<file path="config.mk">
export PLATFORM = sky130hd
export DESIGN_NAME = vdb_ram
export DESIGN_NICKNAME = d
export VERILOG_FILES = /design/src/hdl/vdb_ram.sv
export SDC_FILE = /design/constraint.sdc
export NUM_CORES = 1
export LEC_CHECK = 0
export BUFFER_PORTS_ARGS = -buffer_cell sky130_fd_sc_hd__buf_4
export CAP_MARGIN = 5
export CORE_MARGIN = 4
export CORE_UTILIZATION = 47
export DETAILED_ROUTE_END_ITERATION = 8
export PLACE_DENSITY = 0.75
export SKIP_LAST_GASP = 1
export SYNTH_ARGS = -nofsm -noshare
export SYNTH_HDL_FRONTEND = slang
export SYNTH_SLANG_ARGS = --single-unit
</file>
<file path="constraint.sdc">
create_clock -name clk -period 2.7 [get_ports clk]
set_clock_uncertainty 0.05 [all_clocks]
set_input_delay 0.81 -clock clk [delete_from_list [all_inputs] [get_ports clk]]
set_output_delay 0.81 -clock clk [all_outputs]
set_load 0.02 [all_outputs]
</file>
<file path="src/hdl/vdb_ram.sv">
// Generic single-port-write, single-port-read RAM with registered read.
// Width and depth are parameters; no dependencies.
`default_nettype none

module vdb_ram #(
  parameter int WIDTH = 8,
  parameter int DEPTH = 16
) (
  input  wire logic                                    clk,
  input  wire logic                                    we,
  input  wire logic [(DEPTH > 1 ? $clog2(DEPTH) : 1)-1:0] waddr,
  input  wire logic [WIDTH-1:0]                        wdata,
  input  wire logic                                    re,
  input  wire logic [(DEPTH > 1 ? $clog2(DEPTH) : 1)-1:0] raddr,
  output logic      [WIDTH-1:0]                        rdata
);

  logic [WIDTH-1:0] mem [DEPTH];

  always_ff @(posedge clk) begin
    if (we) begin
      mem[waddr] <= wdata;
    end
    if (re) begin
      rdata <= mem[raddr];
    end
  end

endmodule

`default_nettype wire

</file>
# Word level (Yosys, flattened, before mapping)
# Memory sizes are Yosys's and may differ from the RTL's. A register that Yosys moved wholly into a read port is not among the register bits.
# Index checks and enable logic that the tools add are counted.
[op_classes]
n_mux = 2
[ops]
columns = ["op", "count"]
rows = [
  ["1-bit 2-to-1 mux", 2],
]
[totals]
reg_bits = 0
mem_bits_rw = 128
input_bits = 19
output_inout_bits = 8
word_cells = 3
memories = 1
[memory_table]
columns = ["memory", "depth", "word_bits", "read_ports", "rd_ports_with_merged_regs", "wr", "line_no", "rtl"]
rows = [
  ["mem", 16, 8, 1, 1, 1, "18", "logic [WIDTH-1:0] mem [DEPTH];"],
]

# Longest topological paths before layout
# Gate-level depths: netlist (run 1).
[depth]
depth_word = 2
ltp_mapped = 5
mapped_depth_nobuf = 3

# Worst setup path after synthesis (run 1)
# Ideal clock, no wire load.
[synth_timing]
path_type = "input -> register"
startpoint = "input waddr[2] (netlist name)"
endpoint = "memory mem[0][0] (enable)"
setup_ns = 0.383
arrival_ns = 1.920
t_required_ns = 2.267
slack_ns = 0.347
path_stages = 2
n_path_buf = 0
cell_sequence = "or3b_2 -> nor3_1"
[synth_rtl]
columns = ["item", "line_no", "rtl"]
rows = [
  ["start: declaration", "11", "input wire logic [(DEPTH > 1 ? $clog2(DEPTH) : 1)-1:0] waddr,"],
  ["end: declaration", "18", ""],
]
# No word-level cell before the write port.

# Worst setup path after layout (run 1)
[layout_timing]
startpoint = "register rdata[6] (read register of mem)"
endpoint = "output rdata[6]"
[layout_rtl]
columns = ["item", "line_no", "rtl"]
rows = [
  ["start: declaration", "15", "output logic [WIDTH-1:0] rdata"],
]
# No word-level cell between the ends.

==> results of run 1 <==
synthesized netlist by cell type:
| library cell | n |
|---|---|
| sky130_fd_sc_hd__nor2_1 | 13 |
| sky130_fd_sc_hd__edfxtp_1 | 136 |
| sky130_fd_sc_hd__a22oi_1 | 16 |
| sky130_fd_sc_hd__nand2_1 | 9 |
| sky130_fd_sc_hd__nand3b_1 | 2 |
| sky130_fd_sc_hd__clkdlybuf4s25_2 | 3 |
| sky130_fd_sc_hd__or3b_2 | 1 |
| sky130_fd_sc_hd__mux4_2 | 18 |
| sky130_fd_sc_hd__and2_1 | 1 |
| sky130_fd_sc_hd__nor3_1 | 4 |
| sky130_fd_sc_hd__mux4_1 | 14 |
| sky130_fd_sc_hd__nor2b_1 | 1 |
| sky130_fd_sc_hd__nand2b_1 | 2 |
| sky130_fd_sc_hd__nand3_1 | 1 |
| sky130_fd_sc_hd__buf_2 | 3 |
| sky130_fd_sc_hd__buf_6 | 3 |
| sky130_fd_sc_hd__buf_4 | 1 |
| sky130_fd_sc_hd__and2b_1 | 1 |
area by class of cell:
class	instances	area, um^2
fillers	774	4560
well taps	140	175
clock inverters	15	208
flip-flops and latches	136	4080
multi-input cells	83	1060
clock buffers	17	414
repair buffers	44	343
metal layers:
layer | vias to the layer above | track usage | wire length (um)
li1 | 1089 | - | -
met4 | 0 | 0.0673 | 127
met5 | - | 0 | 0
met1 | 1227 | 0.215 | 3990
met3 | 11 | 0.0488 | 605
met2 | 86 | 0.252 | 4800
how the worst max path moves through the flow:
stage | start | end | slack, ns | depth (start not counted)
floorplan | waddr[2] | mem[0][0] | 0.35 | 2
global placement | raddr[0] | rdata[3] | 0.24 | 5
detailed placement | raddr[0] | rdata[3] | 0.23 | 5
CTS | rdata[4] | rdata[4] | 0.71 | 1
global route | rdata[6] | rdata[6] | 0.69 | 1
finish | rdata[6] | rdata[6] | 0.75 | 1
power groups by stage:
| stage | clock network (mW) | registers (mW) | logic (mW) |
|---|---|---|---|
| 3_5_place_dp | 0 | 2.44 | 0.238 |
| 5_1_grt | 2.52 | 2.40 | 0.253 |
| 6_report | 2.38 | 2.39 | 0.235 |
| 2_1_floorplan | 0 | 2.45 | 0.120 |
| 3_3_place_gp | 0 | 2.43 | 0.231 |
| 4_1_cts | 2.41 | 2.39 | 0.239 |
registers in the layout (all words and copies together) (netlist names):
signal,cells
rdata,8
mem,128
kinds of logic (layout without fill, tap and decap cells):
family                 after synthesis  in the layout
multiplexers                        32             32
flip-flops                         136            136
AO/OA/AOI/OAI                       16             16
buffers and inverters               10             76
AND/OR/NAND/NOR                     35             35
through the flow:
step | power (mW) | instance area (um^2) | cells
floorplan | 2.57 | 5230 | 229
global placement | 2.66 | 5660 | 403
detailed placement | 2.67 | 5660 | 403
CTS | 5.05 | 6280 | 435
global route | 5.17 | 6280 | 435
finish | 5.01 | 6280 | 435
==> out/summary.txt, run 1 <==
worst IR drop on VDD -> 0.379 mV
global-route congestion overflow total -> 0
count of distinct cell types in the synthesized netlist -> 18
final-layout worst hold slack -> 0.545 ns
area of the placeable core -> 10,800 um^2
DIE HEIGHT -> 113 um
upper clock frequency limit -> 0.512 GHz
final critical delay including setup and external delays -> 1.95 ns
worst-skew pair later-pin latency -> 0.51 ns
Warnings, synthesis -> 0
cells taking the most area after synthesis -> sky130_fd_sc_hd__edfxtp_1 (78%), sky130_fd_sc_hd__mux4_2 (7.8%), sky130_fd_sc_hd__mux4_1 (7.0%), sky130_fd_sc_hd__a22oi_1 (2.3%), sky130_fd_sc_hd__nor2_1 (0.93%)
number of buffers inserted to repair setup after CTS -> 0
multiplexer fraction of the synthesized cell area -> 0.148
number of maximum-capacitance constraint violations -> 0
fraction of the mapped netlist area in compound gates -> 0.0230
most common cell after layout, fill and taps aside -> sky130_fd_sc_hd__edfxtp_1
die width -> 113 um
pin count of the biggest net entering global routing -> 33
Slowest Stage Delay on Critical Path -> 0.40 ns
Root Buffer -> sky130_fd_sc_hd__clkbuf_8
deepest level of the CTS H-tree -> 4
clock slew seen by the registers of the worst setup and hold paths -> 0.06 ns
synthesis-to-layout area growth -> 20.2%
Place WS -> 0.226 ns
share of the synthesized area in the top cell type -> 0.781
routed len/inst -> 21.9 um
leakage component of the power -> 2.13 nW
outcome -> finished clean
vias in the first global route -> 2,528
first-pass GRT wire length -> 14,800 um
net load switching power -> 0.952 mW
main combinational cell family by area after synthesis -> multiplexers
list of cells traversed by the critical path -> buf_4
Post-DP HPWL -> 6150 um
critical register-to-register path startpoint -> mem[3][3]
diode count -> 0
worst-path cell with the longest stage delay -> sky130_fd_sc_hd__edfxtp_1
remaining max-slew budget at the tightest pin -> 0.619
fraction of the mapped netlist area in adder cells -> 0
power density over the cells -> 798 nW/um^2
Final Hold Violating Endpoints -> 0
XOR/XNOR Fraction of Synth Area -> 0
Reg2Reg Depth -> 3
RSZ-0062 raised after global routing -> no
kind of end point of the critical path -> output pin
cell count after synthesis -> 229
Mapped Avg Cell Area -> 22.8 um^2
number of detailed-route iterations in the first pass -> 5
Worst EP required -> 1.84 ns
Yosys top cell by area -> sky130_fd_sc_hd__edfxtp_1
number of max-slew violations in the final report -> 0
die area -> 12,900 um^2
total negative setup slack -> 0 ns
Hold Crit Depth -> 1
Num CTS Buffers -> 17
commonest cells after routing, fill and taps aside -> sky130_fd_sc_hd__edfxtp_1 (136), sky130_fd_sc_hd__buf_4 (43), sky130_fd_sc_hd__mux4_2 (18), sky130_fd_sc_hd__a22oi_1 (16), sky130_fd_sc_hd__clkbuf_16 (16)
number of design rule violations left after detail routing -> 0
clock share of power -> 0.476
fraction of the yosys area taken by sequential cells -> 0.781
transition at the pin with the smallest max-transition slack -> 0.569 ns
setup violation total in the final timing report -> 0
# hold bufs at CTS -> 0
final core utilization -> 0.579
Simple-Gate Fraction of Synth Area -> 0.0314
WHS Endpoint -> rdata[3]
critical path type -> flop to output pin
buffering stage count on the worst path with inverters included -> 1
hold wc startpoint -> re
signal arrival time at the worst endpoint -> 1.09 ns
largest fanout of any net on the critical path -> 1
Clock Sinks -> 136
P_int -> 4.06 mW
Worst setup SP type -> flop
Max Root-Sink Buffers -> 2
Largest delay share family, worst path -> flip-flops
Net count, final -> 301
Synth Net Count -> 248
gp weighted congestion -> 0.724
reg-to-reg critical path endpoint -> rdata[3]
Ports -> 27
number of synthesized register bits -> 136
cell area after technology mapping -> 5230 um^2
fraction of layout instances using a drive strength above 1 -> 0.315
via count -> 2,413
total global-route track usage -> 0.162
post-CTS resize count -> 0
placement row count -> 38
initial core utilization -> 0.482
post-route antenna net violation count -> 0
antenna violations before repair -> 0
CTS tree -> built
total detailed-routing wirelength -> 9520 um
classification of the worst-slack hold path -> primary input to flop
First DRT Iteration DRCs -> 181
Combinational Power Share -> 0.047
number of vias per cell after detailed routing -> 5.55
fraction of power spent switching nets -> 0.190
worst-case setup margin in the final layout -> 0.748 ns
I/O Buffers -> 26
fraction of power consumed by sequential logic -> 0.477
final critical-path share of the clock period -> 0.723
setup slack, reg-to-reg -> 1.14 ns
Note: power is estimated with default switching activity, not from simulation.
==> run 2, diff against run 1 <==
clock period = 2 ns   (was 2.7 ns; I/O delays follow)
==> run 2 against run 1 <==
Against the previous run:
- sequential share of layout area shrank 0.50 points
- final cell count is 1.6% higher
- core utilization up 0.45 points
- critical path type unchanged
- critical endpoint is now rdata[4]
- largest power group unchanged
==> out/summary.txt, run 2 (synthesized netlist as in run 1, its figures left out) <==
max FFs per register -> 128 (unchanged)
global-route congestion overflow total -> 0 (unchanged)
post-CTS resize count -> 0 (unchanged)
list of cells traversed by the critical path -> buf_4
WHS Endpoint -> rdata[3]
Routed met3 length -> 528 um (-13%)
via count -> 2,484 (+2.9%)
setup slack, reg-to-reg -> 0.46 ns (-0.68 ns)
remaining max-slew budget at the tightest pin -> 0.534 (-0.0848)
buffering stage count on the worst path with inverters included -> 1 (unchanged)
kind of end point of the critical path -> output pin
Ports -> 27 (unchanged)
First DRT Iteration DRCs -> 148 (-18%)
number of design rule violations left after detail routing -> 0 (unchanged)
DIE HEIGHT -> 113 um (unchanged)
final-layout worst hold slack -> 0.341 ns (-0.204 ns)
reg-to-reg critical path endpoint -> rdata[1]
pin count of the biggest net entering global routing -> 17 (-48%)
Area after DPL -> 5770 um^2 (+2.0%)
register bank with the most flops -> mem
top routing layer in use -> met4
Post-DP HPWL -> 6600 um (+7.4%)
number of maximum-capacitance constraint violations -> 0 (unchanged)
clock slew seen by the registers of the worst setup and hold paths -> 0.06 ns (about the same)
critical register-to-register path startpoint -> mem[0][1]
first-pass GRT wire length -> 15,400 um (+4.2%)
total detailed-routing wirelength -> 9980 um (+4.8%)
worst-skew pair later-pin latency -> 0.51 ns (about the same)
signal arrival time at the worst endpoint -> 1.11 ns (+0.02 ns)
length of routed wiring on met1 -> 4140 um (+3.8%)
most common cell after layout, fill and taps aside -> sky130_fd_sc_hd__edfxtp_1
final critical delay including setup and external delays -> 1.76 ns
Reg2Reg Depth -> 3 (unchanged)
start point of the critical path -> rdata[4]
largest fanout of any net on the critical path -> 1 (unchanged)
routed len/inst -> 22.6 um (+3.1%)
number of detailed-route iterations in the first pass -> 4 (-1)
Final Hold Violating Endpoints -> 0 (unchanged)
Hold Crit Depth -> 1 (unchanged)
# hold bufs at CTS -> 0 (unchanged)
total met2 wirelength after detailed routing -> 5180 um (+7.8%)
Net count, final -> 309 (+2.7%)
hold wc startpoint -> re
upper clock frequency limit -> 0.569 GHz
number of max-slew violations in the final report -> 0 (unchanged)
fraction of layout instances using a drive strength above 1 -> 0.325 (+0.00925)
die area -> 12,900 um^2 (unchanged)
CTS tree -> built
setup violation total in the final timing report -> 0 (unchanged)
synthesis-to-layout area growth -> 21.1%
final critical-path share of the clock period -> 0.879
worst IR drop on VDD -> 0.516 mV (+36%)
I/O Buffers -> 26 (unchanged)
Max Root-Sink Buffers -> 2 (unchanged)
final std cells w/o fill -> 442 (+1.6%)
outcome -> finished clean
Largest delay share family, worst path -> flip-flops
Root Buffer -> sky130_fd_sc_hd__clkbuf_8
placement row count -> 38 (unchanged)
die width -> 113 um (unchanged)
initial core utilization -> 0.482 (unchanged)
sequential cell area in the final layout -> 4080 um^2 (unchanged)
total global-route track usage -> 0.167 (+0.00547)
transition at the pin with the smallest max-transition slack -> 0.696 ns (+0.127 ns)
final design instance area without fill -> 6330 um^2 (+0.78%)
Worst setup SP type -> flop
power density over the cells -> 1030 nW/um^2 (+29%)
area occupied by multi-input gates -> 1060 um^2 (+0.47%)
number of buffers inserted to repair setup after CTS -> 0 (unchanged)
deepest level of the CTS H-tree -> 4 (unchanged)
Clock Sinks -> 136 (unchanged)
leakage component of the power -> 2.17 nW (+1.8%)
diode count -> 0 (unchanged)
number of vias per cell after detailed routing -> 5.62 (+1.3%)
post-route antenna net violation count -> 0 (unchanged)
largest registers in the final layout -> mem x128, rdata x8
antenna violations before repair -> 0 (unchanged)
RSZ-0062 raised after global routing -> no
classification of the worst-slack hold path -> primary input to flop
vias in the first global route -> 2,683 (+6.1%)
count of fill cells added during filler insertion -> 791 (+2.2%)
commonest cells after routing, fill and taps aside -> sky130_fd_sc_hd__edfxtp_1 (136), sky130_fd_sc_hd__buf_4 (47), sky130_fd_sc_hd__mux4_2 (18), sky130_fd_sc_hd__a22oi_1 (16), sky130_fd_sc_hd__clkbuf_16 (16)
critical path type -> flop to output pin
number of placed instances, taps included -> 411 (+2.0%)
gp weighted congestion -> 0.759 (+4.8%)
Slowest Stage Delay on Critical Path -> 0.42 ns (+0.02 ns)
Num CTS Buffers -> 17 (unchanged)
Worst EP required -> 1.35 ns (-0.49 ns)
worst-path cell with the longest stage delay -> sky130_fd_sc_hd__edfxtp_1
area of the placeable core -> 10,800 um^2 (unchanged)
-- run 2: how the worst max path moves through the flow --
| stage | endpoint | slack, ns | depth (start not counted) |
|---|---|---|---|
| 2_1_floorplan | rdata[1] | 0.07 | 5 |
| 3_3_place_gp | rdata[3] | -0.21 | 5 |
| 3_5_place_dp | rdata[4] | -0.24 | 5 |
| 4_1_cts | rdata[4] | 0.20 | 1 |
| 5_1_grt | rdata[4] | 0.18 | 1 |
| 6_report | rdata[4] | 0.24 | 1 |
-- run 2: routing by layer --
| layer | vias to the layer above | GRT usage |
|---|---|---|
| met2 | 81 | 0.270 |
| met1 | 1295 | 0.214 |
| met3 | 7 | 0.0493 |
| li1 | 1101 | - |
| met4 | 0 | 0.0705 |
| met5 | - | 0 |
-- run 2: stage by stage --
| stage | TNS [ns] | util | power [mW] | setup slack [ns] |
|---|---|---|---|---|
| detailed placement | -1.27 | 0.533 | 3.64 | -0.244 |
| global route | 0 | 0.584 | 6.71 | 0.178 |
| global placement | -1.19 | 0.533 | 3.62 | -0.208 |
| floorplan | 0 | - | 3.46 | 0.0676 |
| CTS | 0 | 0.584 | 6.54 | 0.196 |
| finish | 0 | 0.584 | 6.49 | 0.241 |
-- run 2: layout make-up --
type                       instances  area share
tap                              140      0.0277
clock inverter                    12      0.0212
multi-input combinational         83       0.168
sequential                       136       0.645
timing repair buffer              52      0.0716
clock buffer                      19      0.0666
-- run 2: power breakdown --
group	internal, mW	total (mW)	switching (mW)	leakage [nW]
Sequential	3.21	3.23	0.0169	1.24
Combinational	0.158	0.346	0.188	0.656
Clock	1.86	2.91	1.05	0.274
Total	5.23	6.49	1.26	2.17
